==> config.mk <==
export PLATFORM = sky130hd
export DESIGN_NAME = sorted_key_table
export DESIGN_NICKNAME = d
export VERILOG_FILES = /design/src/rtl/core/skt_pkg.sv /design/src/rtl/core/skt_ram.sv /design/src/rtl/core/skt_engine.sv /design/src/rtl/core/sorted_key_table.sv
export SDC_FILE = /design/constraint.sdc
export NUM_CORES = 2
export LEC_CHECK = 0
export BUFFER_PORTS_ARGS = -buffer_cell sky130_fd_sc_hd__buf_2
export CORE_AREA = 2 2 584 586
export DETAILED_ROUTE_END_ITERATION = 8
export DIE_AREA = 0 0 586 588
export PLACE_DENSITY_LB_ADDON = 0.15
export SLEW_MARGIN = 20
export SYNTH_ARGS = -nofsm -noshare
export SYNTH_HDL_FRONTEND = slang
export SYNTH_SLANG_ARGS = --single-unit
==> constraint.sdc <==
create_clock -name aclk -period 6.5 [get_ports aclk]
set_clock_uncertainty 0.1 [all_clocks]
set_input_delay 0.975 -clock aclk [delete_from_list [all_inputs] [get_ports aclk]]
set_output_delay 0.975 -clock aclk [all_outputs]
set_load 0.01 [all_outputs]
==> src/rtl/core/skt_pkg.sv <==
`default_nettype none
// ----------------------------------------------------------------------------
// skt_pkg
// Shared sizes, codes and types of the sorted key table.
// ----------------------------------------------------------------------------
package skt_pkg;

    localparam int TABLE_DEPTH = 64;
    localparam int IDX_W       = $clog2(TABLE_DEPTH);
    localparam int CNT_W       = $clog2(TABLE_DEPTH + 1);
    localparam int KEY_W       = 16;
    localparam int PAY_W       = 32;
    localparam int ENTRY_W     = KEY_W + PAY_W;

    typedef enum logic [1:0] {
        CMD_INSERT = 2'd0,
        CMD_REMOVE = 2'd1,
        CMD_LOOKUP = 2'd2,
        CMD_LIST   = 2'd3
    } cmd_t;

    typedef enum logic [2:0] {
        ST_INSERTED  = 3'd0,
        ST_DUPLICATE = 3'd1,
        ST_REMOVED   = 3'd2,
        ST_NOT_FOUND = 3'd3,
        ST_FULL      = 3'd4,
        ST_FOUND     = 3'd5,
        ST_LISTED    = 3'd6,
        ST_EMPTY     = 3'd7
    } status_t;

    typedef struct packed {
        logic [PAY_W-1:0] payload;
        logic [KEY_W-1:0] key;
    } entry_t;

    typedef struct packed {
        cmd_t             cmd;
        logic [KEY_W-1:0] key;
        logic [PAY_W-1:0] payload;
    } req_t;

    typedef struct packed {
        status_t          status;
        logic [KEY_W-1:0] key;
        logic [PAY_W-1:0] payload;
        logic             last;
    } res_t;

endpackage
`default_nettype wire

==> src/rtl/core/skt_ram.sv <==
`default_nettype none
// ----------------------------------------------------------------------------
// skt_ram
// Simple dual-port RAM: one write port, one read port with registered data.
// ----------------------------------------------------------------------------
module skt_ram #(
    parameter int DATA_W = 48,
    parameter int DEPTH  = 64,
    parameter int ADDR_W = $clog2(DEPTH)
) (
    input  wire logic              aclk,
    input  wire logic              wr_en,
    input  wire logic [ADDR_W-1:0] wr_addr,
    input  wire logic [DATA_W-1:0] wr_data,
    input  wire logic [ADDR_W-1:0] rd_addr,
    output logic      [DATA_W-1:0] rd_data
);

    logic [DATA_W-1:0] mem [DEPTH];

    always_ff @(posedge aclk) begin
        if (wr_en) begin
            mem[wr_addr] <= wr_data;
        end
        rd_data <= mem[rd_addr];
    end

endmodule
`default_nettype wire

==> src/rtl/core/skt_engine.sv <==
`default_nettype none
// ----------------------------------------------------------------------------
// skt_engine
// Command sequencer: scans, shifts and lists the entries held in the RAM.
// ----------------------------------------------------------------------------
module skt_engine (
    input  wire logic                       aclk,
    input  wire logic                       aresetn,
    input  wire logic                       in_valid,
    output logic                            in_ready,
    input  wire skt_pkg::req_t              in_req,
    input  wire logic                       out_free,
    output logic                            res_push,
    output skt_pkg::res_t                   res_data,
    output logic                            ram_wr_en,
    output logic [skt_pkg::IDX_W-1:0]       ram_wr_addr,
    output skt_pkg::entry_t                 ram_wr_data,
    output logic [skt_pkg::IDX_W-1:0]       ram_rd_addr,
    input  wire skt_pkg::entry_t            ram_rd_data
);
    import skt_pkg::*;

    typedef enum logic [2:0] {
        S_IDLE, S_SCAN, S_DECIDE, S_SHIFT_UP, S_INS_WR, S_SHIFT_DN, S_LIST, S_RESP
    } state_t;

    localparam logic [CNT_W-1:0] ONE  = CNT_W'(1);
    localparam logic [CNT_W-1:0] FULL = CNT_W'(TABLE_DEPTH);

    state_t           state_reg, state_next;
    cmd_t             cmd_reg, cmd_next;
    logic [KEY_W-1:0] key_reg, key_next;
    logic [PAY_W-1:0] pay_reg, pay_next;
    logic [CNT_W-1:0] count_reg, count_next;
    logic [CNT_W-1:0] idx_reg, idx_next;
    logic [CNT_W-1:0] pos_reg, pos_next;
    logic             hit_reg, hit_next;
    logic [PAY_W-1:0] fpay_reg, fpay_next;
    res_t             resp_reg, resp_next;

    logic [CNT_W-1:0] idx_inc, idx_dec;

    assign idx_inc  = idx_reg + ONE;
    assign idx_dec  = idx_reg - ONE;
    assign in_ready = (state_reg == S_IDLE);

    always_comb begin
        state_next  = state_reg;
        cmd_next    = cmd_reg;
        key_next    = key_reg;
        pay_next    = pay_reg;
        count_next  = count_reg;
        idx_next    = idx_reg;
        pos_next    = pos_reg;
        hit_next    = hit_reg;
        fpay_next   = fpay_reg;
        resp_next   = resp_reg;
        ram_rd_addr = '0;
        ram_wr_en   = 1'b0;
        ram_wr_addr = '0;
        ram_wr_data = '0;
        res_push    = 1'b0;
        res_data    = resp_reg;

        case (state_reg)
            S_IDLE: begin
                if (in_valid) begin
                    cmd_next = in_req.cmd;
                    key_next = in_req.key;
                    pay_next = in_req.payload;
                    idx_next = '0;
                    if (count_reg == '0) begin
                        pos_next = '0;
                        hit_next = 1'b0;
                        if (in_req.cmd == CMD_LIST) begin
                            resp_next  = '{status: ST_EMPTY, key: '0, payload: '0, last: 1'b1};
                            state_next = S_RESP;
                        end else begin
                            state_next = S_DECIDE;
                        end
                    end else begin
                        state_next = (in_req.cmd == CMD_LIST) ? S_LIST : S_SCAN;
                    end
                end
            end
            S_SCAN: begin
                if (ram_rd_data.key >= key_reg) begin
                    pos_next   = idx_reg;
                    hit_next   = (ram_rd_data.key == key_reg);
                    fpay_next  = ram_rd_data.payload;
                    state_next = S_DECIDE;
                end else if (idx_inc == count_reg) begin
                    pos_next   = count_reg;
                    hit_next   = 1'b0;
                    state_next = S_DECIDE;
                end else begin
                    idx_next    = idx_inc;
                    ram_rd_addr = idx_inc[IDX_W-1:0];
                end
            end
            S_DECIDE: begin
                resp_next = '{status: ST_NOT_FOUND, key: key_reg, payload: '0, last: 1'b1};
                case (cmd_reg)
                    CMD_INSERT: begin
                        if (hit_reg) begin
                            resp_next.status = ST_DUPLICATE;
                            state_next       = S_RESP;
                        end else if (count_reg == FULL) begin
                            resp_next.status = ST_FULL;
                            state_next       = S_RESP;
                        end else if (pos_reg == count_reg) begin
                            state_next = S_INS_WR;
                        end else begin
                            idx_next    = count_reg - ONE;
                            ram_rd_addr = idx_next[IDX_W-1:0];
                            state_next  = S_SHIFT_UP;
                        end
                    end
                    CMD_LOOKUP: begin
                        if (hit_reg) begin
                            resp_next.status  = ST_FOUND;
                            resp_next.payload = fpay_reg;
                        end
                        state_next = S_RESP;
                    end
                    CMD_REMOVE: begin
                        if (!hit_reg) begin
                            state_next = S_RESP;
                        end else begin
                            resp_next.status  = ST_REMOVED;
                            resp_next.payload = fpay_reg;
                            if (pos_reg + ONE == count_reg) begin
                                count_next = count_reg - ONE;
                                state_next = S_RESP;
                            end else begin
                                idx_next    = pos_reg + ONE;
                                ram_rd_addr = idx_next[IDX_W-1:0];
                                state_next  = S_SHIFT_DN;
                            end
                        end
                    end
                    default: begin
                        state_next = S_IDLE;
                    end
                endcase
            end
            S_SHIFT_UP: begin
                // Entry idx moves to idx+1 while idx-1 is being read.
                ram_wr_en   = 1'b1;
                ram_wr_addr = idx_inc[IDX_W-1:0];
                ram_wr_data = ram_rd_data;
                if (idx_reg == pos_reg) begin
                    state_next = S_INS_WR;
                end else begin
                    idx_next    = idx_dec;
                    ram_rd_addr = idx_dec[IDX_W-1:0];
                end
            end
            S_INS_WR: begin
                ram_wr_en   = 1'b1;
                ram_wr_addr = pos_reg[IDX_W-1:0];
                ram_wr_data = '{payload: pay_reg, key: key_reg};
                count_next  = count_reg + ONE;
                resp_next   = '{status: ST_INSERTED, key: key_reg, payload: '0, last: 1'b1};
                state_next  = S_RESP;
            end
            S_SHIFT_DN: begin
                // Entry idx moves to idx-1 while idx+1 is being read.
                ram_wr_en   = 1'b1;
                ram_wr_addr = idx_dec[IDX_W-1:0];
                ram_wr_data = ram_rd_data;
                if (idx_inc == count_reg) begin
                    count_next = count_reg - ONE;
                    state_next = S_RESP;
                end else begin
                    idx_next    = idx_inc;
                    ram_rd_addr = idx_inc[IDX_W-1:0];
                end
            end
            S_LIST: begin
                // The read data always belongs to idx; it is re-read while stalled.
                if (out_free) begin
                    res_push = 1'b1;
                    res_data = '{status: ST_LISTED, key: ram_rd_data.key,
                                 payload: ram_rd_data.payload,
                                 last: (idx_inc == count_reg)};
                    if (idx_inc == count_reg) begin
                        state_next = S_IDLE;
                    end else begin
                        idx_next    = idx_inc;
                        ram_rd_addr = idx_inc[IDX_W-1:0];
                    end
                end else begin
                    ram_rd_addr = idx_reg[IDX_W-1:0];
                end
            end
            S_RESP: begin
                if (out_free) begin
                    res_push   = 1'b1;
                    state_next = S_IDLE;
                end
            end
            default: begin
                state_next = S_IDLE;
            end
        endcase
    end

    always_ff @(posedge aclk) begin
        if (!aresetn) begin
            state_reg <= S_IDLE;
            count_reg <= '0;
        end else begin
            state_reg <= state_next;
            count_reg <= count_next;
        end
        cmd_reg  <= cmd_next;
        key_reg  <= key_next;
        pay_reg  <= pay_next;
        idx_reg  <= idx_next;
        pos_reg  <= pos_next;
        hit_reg  <= hit_next;
        fpay_reg <= fpay_next;
        resp_reg <= resp_next;
    end

    a_count_bound: assert property (@(posedge aclk) disable iff (!aresetn)
        count_reg <= FULL)
        else $error("entry count beyond table depth");

    a_push_free: assert property (@(posedge aclk) disable iff (!aresetn)
        res_push |-> out_free)
        else $error("result pushed into an occupied output register");

    a_write_in_range: assert property (@(posedge aclk) disable iff (!aresetn)
        ram_wr_en |-> (CNT_W'(ram_wr_addr) <= count_reg))
        else $error("table write beyond the occupied region");

endmodule
`default_nettype wire

==> src/rtl/core/sorted_key_table.sv <==
`default_nettype none
// ----------------------------------------------------------------------------
// sorted_key_table
// Sorted table of unique 16-bit keys with 32-bit payloads: insert, remove,
// lookup and list, all held in one simple dual-port RAM.
// ----------------------------------------------------------------------------
// The block takes one command at a time and holds s_axis_tready low until the
// command has produced its results. With n entries stored and the key at sorted
// position p, the time of a lookup, a refused insert or a remove that misses
// grows with p, and that of an insert, a remove or a list grows with n.
// The single RAM read port sets the pace: the search visits one entry per cycle,
// and each shifted entry costs one read and one
// write, which overlap so that a shift moves one entry per cycle. No clearing
// pass runs after reset; the table starts empty because only entries below the
// entry count are ever read. Results go through an output register, so the
// engine finishes its work while a result waits for m_axis_tready.
module sorted_key_table (
    input  wire logic        aclk,
    input  wire logic        aresetn,
    // Command channel.
    input  wire logic        s_axis_tvalid,
    output logic             s_axis_tready,
    input  wire logic [47:0] s_axis_tdata,   // entry_key [15:0], entry_payload [47:16]
    input  wire logic [1:0]  s_axis_tuser,   // command [1:0]
    // Result channel.
    output logic             m_axis_tvalid,
    input  wire logic        m_axis_tready,
    output logic [47:0]      m_axis_tdata,   // result_key [15:0], result_payload [47:16]
    output logic [2:0]       m_axis_tuser,   // status [2:0]
    output logic             m_axis_tlast    // last
);
    import skt_pkg::*;

    req_t             req;
    res_t             res_push_data;
    logic             res_push;
    logic             out_free;
    logic             ram_wr_en;
    logic [IDX_W-1:0] ram_wr_addr;
    logic [IDX_W-1:0] ram_rd_addr;
    entry_t           ram_wr_data;
    entry_t           ram_rd_data;

    logic             m_valid_reg;
    res_t             m_res_reg;

    assign req.cmd     = cmd_t'(s_axis_tuser);
    assign req.key     = s_axis_tdata[KEY_W-1:0];
    assign req.payload = s_axis_tdata[ENTRY_W-1:KEY_W];

    // The output register can take a new result when it is empty or when
    // its current result is being transferred in this cycle.
    assign out_free = !m_valid_reg || m_axis_tready;

    skt_engine u_engine (
        .aclk        (aclk),
        .aresetn     (aresetn),
        .in_valid    (s_axis_tvalid),
        .in_ready    (s_axis_tready),
        .in_req      (req),
        .out_free    (out_free),
        .res_push    (res_push),
        .res_data    (res_push_data),
        .ram_wr_en   (ram_wr_en),
        .ram_wr_addr (ram_wr_addr),
        .ram_wr_data (ram_wr_data),
        .ram_rd_addr (ram_rd_addr),
        .ram_rd_data (ram_rd_data)
    );

    // Keys and payloads share one RAM word so that a shift moves both at once.
    skt_ram #(
        .DATA_W (ENTRY_W),
        .DEPTH  (TABLE_DEPTH)
    ) u_ram (
        .aclk    (aclk),
        .wr_en   (ram_wr_en),
        .wr_addr (ram_wr_addr),
        .wr_data (ram_wr_data),
        .rd_addr (ram_rd_addr),
        .rd_data (ram_rd_data)
    );

    always_ff @(posedge aclk) begin
        if (!aresetn) begin
            m_valid_reg <= 1'b0;
        end else if (res_push) begin
            m_valid_reg <= 1'b1;
        end else if (m_axis_tready) begin
            m_valid_reg <= 1'b0;
        end
        if (res_push) begin
            m_res_reg <= res_push_data;
        end
    end

    assign m_axis_tvalid = m_valid_reg;
    assign m_axis_tdata  = {m_res_reg.payload, m_res_reg.key};
    assign m_axis_tuser  = m_res_reg.status;
    assign m_axis_tlast  = m_res_reg.last;

endmodule
`default_nettype wire

# After elaboration in Yosys (flattened, before gate mapping)
# Memory sizes are Yosys's and may differ from the RTL's. A register that Yosys moved wholly into a read port is not among the register bits.
# Cells that the tools add are included.
# Widths: inputs -> output; s select.
# word_totals
mem_bits_rw	3072
register_bits	212
in_bits	54
word_cells	160
mem_count	1
output_inout_bits	54
# memory_table
name	depth	word_bits	read_ports	rd_ports_with_merged_regs	wr	line_no	text
u_ram.mem	64	48	1	1	1	skt_ram.sv:19	logic [DATA_W-1:0] mem [DEPTH];
# op_classes
n_mux	78
order_cmp	1
eq_ne	36
n_reduce_logical	21
n_addsub	5
# op_table
operator	n
$mux 52	5
$pmux 52 s3	1
$mux 7	18
$pmux 48 s2	1
$mux 32	2
$mux 3	18
$mux 6	9
$pmux 7 s6	1
$pmux 6 s5	1
$eq 7x7->1	4
$pmux 7 s2	2
$pmux 3 s8	1
$add 7x1->7 const B	3
$pmux 7 s3	1
$pmux 3 s3	2
$pmux 6 s3	1
$eq 16x16->1	1
$ge 16x16->1	1
$ne 2x1->1 const B	8
$sub 7x1->7 const B	2
$eq 3x3->1 const B	4
$mux 1	12
$ne 3x3->1 const B	4
$pmux 6 s2	1
other kinds (25)	38

# Depth between registers and ports, before layout
# logic_depth
word_depth	6
mapped_depth	19
mapped_depth_nobuf	13

# Hierarchy
# From an unflattened synthesis, not the netlist that was laid out.
# unflattened
cells_unflattened	6085
hier_area_um2	128588.3
# modules_own_cells
mod	seq_area_each_um2	area_per_inst_um2	cells_per_inst	instances
skt_ram	93209.4	118190.9	5247	1
skt_engine	4644.5	8787.2	782	1
sorted_key_table	1581.5	1610.3	56	1

# Worst setup path after synthesis
# No wires, ideal clock.
# synth_path
path_type	reg2reg
startpoint	register u_engine.count_reg[1]
endpoint	register u_engine.resp_reg[10] (netlist bit) (enable)
setup_ns	0.536
n_path_buf	1
path_stages_with_launch	8
arrival_time_ns	5.469
slack_ns	0.394
synth_period_minus_slack_ns	6.106
required_ns	5.864
path_cell_list	dfxtp_1 clkbuf_1 inv_1 ha_1 or4b_1 or3_1 and2_1 o31ai_1
# synth_via
elab_chain_len	3
# synth_rtl
element	line_no	text
start: declaration	skt_engine.sv:34	logic [CNT_W-1:0] count_reg, count_next;
start signal: assignment	skt_engine.sv:215	count_reg <= count_next;
$logic_not 7->1	skt_engine.sv:72	if (count_reg == '0) begin
$ne 2x1->1 (no line)	-	
$reduce_and 4->1 (no line)	-	
end signal: assignment	skt_engine.sv:224	resp_reg <= resp_next;
end: declaration	skt_engine.sv:39	res_t resp_reg, resp_next;
# No other way between the ends.
# A chain may end at the register's enable or synchronous reset.

# Worst setup path after layout
# layout_path
startpoint	register u_ram.rd_data[5], read port of u_ram.mem
endpoint	register u_ram.rd_data[6], read port of u_ram.mem
# layout_via
elab_chain_len	3
# layout_rtl
element	line_no	text
start: declaration	skt_ram.sv:16	output logic [DATA_W-1:0] rd_data
$ge 16x16->1	skt_engine.sv:87	if (ram_rd_data.key >= key_reg) begin
$mux 6	skt_engine.sv:87	
$pmux 6 s5	skt_engine.sv:65	case (state_reg)
# No other way between the ends.

==> flow_summary_export.csv <==
group,metric,value,unit
yosys,synth.avg_cell_area,13.8,µm²
sta,slew_viol_final,0,
floorplanning,die-area,0.345,mm²
clocking,cts_tree,"built",
clocking,cts-htree-levels,5,
final_layout,seq_area,0.0994,mm²
yosys,synth_warnings,0,
floorplanning,rows,214,
yosys,yosys.cell_types.count,89,
detailed_routing,drtAntennaViolNets,0,
global_routing,grt_pass1_wl,645000,µm
final_layout,largest_register_ffs,3072,
yosys,synth.area.top_cells,"edfxtp_1 75%, nand2_1 7.4%, nand3_1 3.6%, mux2i_1 1.2%, a31oi_1 1.2%",
yosys,yosys.area.top_type_share,0.748,
sta,setup-violations-final,0,
sta,grt_setup_unrepaired,"false",
yosys,yosys.area.top_type,"edfxtp_1",
sta,hold_viol,0,
clocking,cts-root-buf,"clkbuf_16",
final_layout,multi_input_comb_area,0.0303,mm²
yosys,synth_edf_count,3272,
setup_path,crit_fanout,54,
sta,worst_pin_slew,1.22,ns
pwr,peakVddDrop,520,µV
global_routing,met3_usage,0.0441,
clocking,postCtsHoldBufs,0,
floorplanning,coreArea,0.338,mm²
yosys,synthesis.area,0.131,mm²
global_routing,busiest_layer,"met2",
global_routing,grt_start_max_net_pins,128,
clocking,cts_setup_buffers,0,
floorplanning,initial_core_util,0.388,
detailed_routing,viasPerCell,5.87,
detailed_routing,drtIter0Drc,12188,
yosys,ys_seq_area_frac,0.757,
yosys,synth_top_family_by_area,"simple AND/OR/NAND/NOR gates",
global_routing,grtUsageTotal,0.265,
placed_design,dp_cells,13924,
final_layout,utilization,0.448,
clocking,clockBufferDepth,4,
yosys,syn_nets,9575,
placed_design,detailed_place_hpwl,263000,µm
pwr,powerDensity,499,mW/mm²
clocking,clk_pin_slew,0.06,ns
setup_path,cp.required,7.15,ns
detailed_routing,drt-total-wl,467000,µm
setup_path,end_kind,"flip-flop",
pwr,p_total,75700,µW
final_layout,final_cell_mix,"3272 x edfxtp_1, 2577 x nand2_1, 942 x nand3_1",
floorplanning,ioPinCount,108,
yosys,muxShareOfSynthArea,0.0258,
global_routing,use_met2,0.408,
floorplanning,die_h,588,µm
sta,post-route-period-util,0.942,
setup_path,start_kind,"flip-flop",
final_layout,fin_nets,9826,
final_layout,drive_above_1_share,0.127,
yosys,yosys_register_bits,3331,
clocking,cts_resized,0,
global_routing,grt_util_met1,0.388,
yosys,synth_compound_area_frac,0.0557,
floorplanning,die_w,586,µm
detailed_routing,drc_errors,0,
global_routing,globalRouteOverflowTotal,0,
final_layout,syn2layout_area_growth,15.5,%
yosys,synth_xor_area_frac,0.00362,
flow_run,maxCapViolations,0,
clocking,clk_latency,0.95,ns
placed_design,port_buffers,107,
yosys,yosys.area_share.simple,0.135,
final_layout,nFillCells,30265,
detailed_routing,drt_first_pass_iters,6,
yosys,async_flop_share,0,
final_layout,fin_cells,14570,
sta,max_slew_margin,0.187,
yosys,synth-adder-area-share,0.00257,
global_routing,antenna_found_initial,27,
global_routing,grt_pass1_vias,80344,
yosys,synthCells,9494,
setup_path,crit_type,"flip-flop to flip-flop",
detailed_routing,vias,85576,
run_status,status,"completed",
placed_design,gp_congestion,0.863,
sta,fin_crit,6.12,ns
final_layout,layout_commonest_cell,"edfxtp_1",
setup_path,critical_path_arrival,6.77,ns
clocking,cts.sinks,3331,
sta,fmax,163,MHz
yosys,dominantRegCellSynth,"edfxtp_1",
hold_path,min_path_type,"input port to flip-flop",
detailed_routing,wl_per_cell,32.1,µm
pwr,leakage,0.0518,µW
clocking,cts_made_buffers,353,
-- cell families (layout without fill, tap and decap cells) --
logic type / after synthesis / after routing
flip-flops: 3331 / 3331
multiplexers: 266 / 266
other: 0 / 2
adder cells (fa/ha/maj): 27 / 27
XOR/XNOR: 50 / 50
AO/OA/AOI/OAI: 1078 / 1078
AND/OR/NAND/NOR: 4096 / 4096
buffers and inverters: 646 / 1184
-- routing by layer --
metal / wire length [µm] / vias up / share of wire
met1: 199000 / 44476 / 0.43
met2: 211000 / 4373 / 0.45
li1: - / 36001 / -
met3: 43400 / 718 / 0.093
met4: 13900 / 8 / 0.030
met5: 61 / - / 0.00013
-- critical path, cell delays in order, from the launching register on --
cell and delay (ns):
dfxtp_1 0.71, ha_1 0.36, a41oi_1 0.20, o21ai_0 0.12
o2bb2ai_1 0.23, o41ai_2 0.65, nand3_1 0.62, nand2_8 0.85
buf_12 0.36, nand3_1 0.12, nand3_1 0.12, a21oi_1 0.12
a2111oi_0 0.93, nand4b_1 0.31
-- per-stage QoR --
stage | setup WS, ns | hold slack, ns | instance area, µm² | setup TNS, ns
after floorplan | 0.394 | 0.325 | 131000 | 0
final | 0.376 | 0.0978 | 152000 | 0
after detailed placement | 0.475 | 0.398 | 140000 | 0
after global routing | 0.250 | 0.0736 | 152000 | 0
after global placement | -0.475 | 0.392 | 140000 | -1.10
after CTS | 0.476 | 0.0442 | 152000 | 0
-- Yosys cell counts (63+ instances only) --
| cell | count |
|---|---|
| a21oi_1 | 210 |
| o2111ai_1 | 82 |
| edfxtp_1 | 3272 |
| o21ai_0 | 152 |
| a31oi_1 | 244 |
| clkbuf_1 | 305 |
| mux2i_1 | 163 |
| nand2_1 | 2581 |
| buf_2 | 176 |
| o22ai_1 | 63 |
| nand3_1 | 944 |
| nor2_1 | 151 |
| and3_1 | 211 |
| buf_1 | 119 |
-- worst paths after layout --
| check | start | endpoint | slack, ns | cells after the start |
|---|---|---|---|---|
| worst min register to register | u_engine.fpay_reg[23] | u_engine.resp_reg[24] | 0.41 | 1 |
| worst min-delay path | s_axis_tdata[24] | u_engine.pay_reg[8] | 0.1 | 1 |
| worst max register to register | u_ram.rd_data[5] | u_ram.rd_data[6] | 0.38 | 13 |
| worst max-delay path | u_ram.rd_data[5] | u_ram.rd_data[6] | 0.38 | 13 |
-- power by group --
part / switching (µW) / internal (µW)
combinational: 20300 / 8080
clock: 8470 / 11300
sequential: 1050 / 26400
total: 29800 / 45800
-- area by class of cell --
class                   instances  share of cell area
well taps                    4536              0.0374
multi-input cells            5517               0.200
clock inverters               188              0.0107
repair buffers                505              0.0324
clock buffers                 454              0.0631
flip-flops and latches       3331               0.655
diodes                          2           0.0000330
inverters                      37            0.000916
Power figures use the tool's default switching activity.
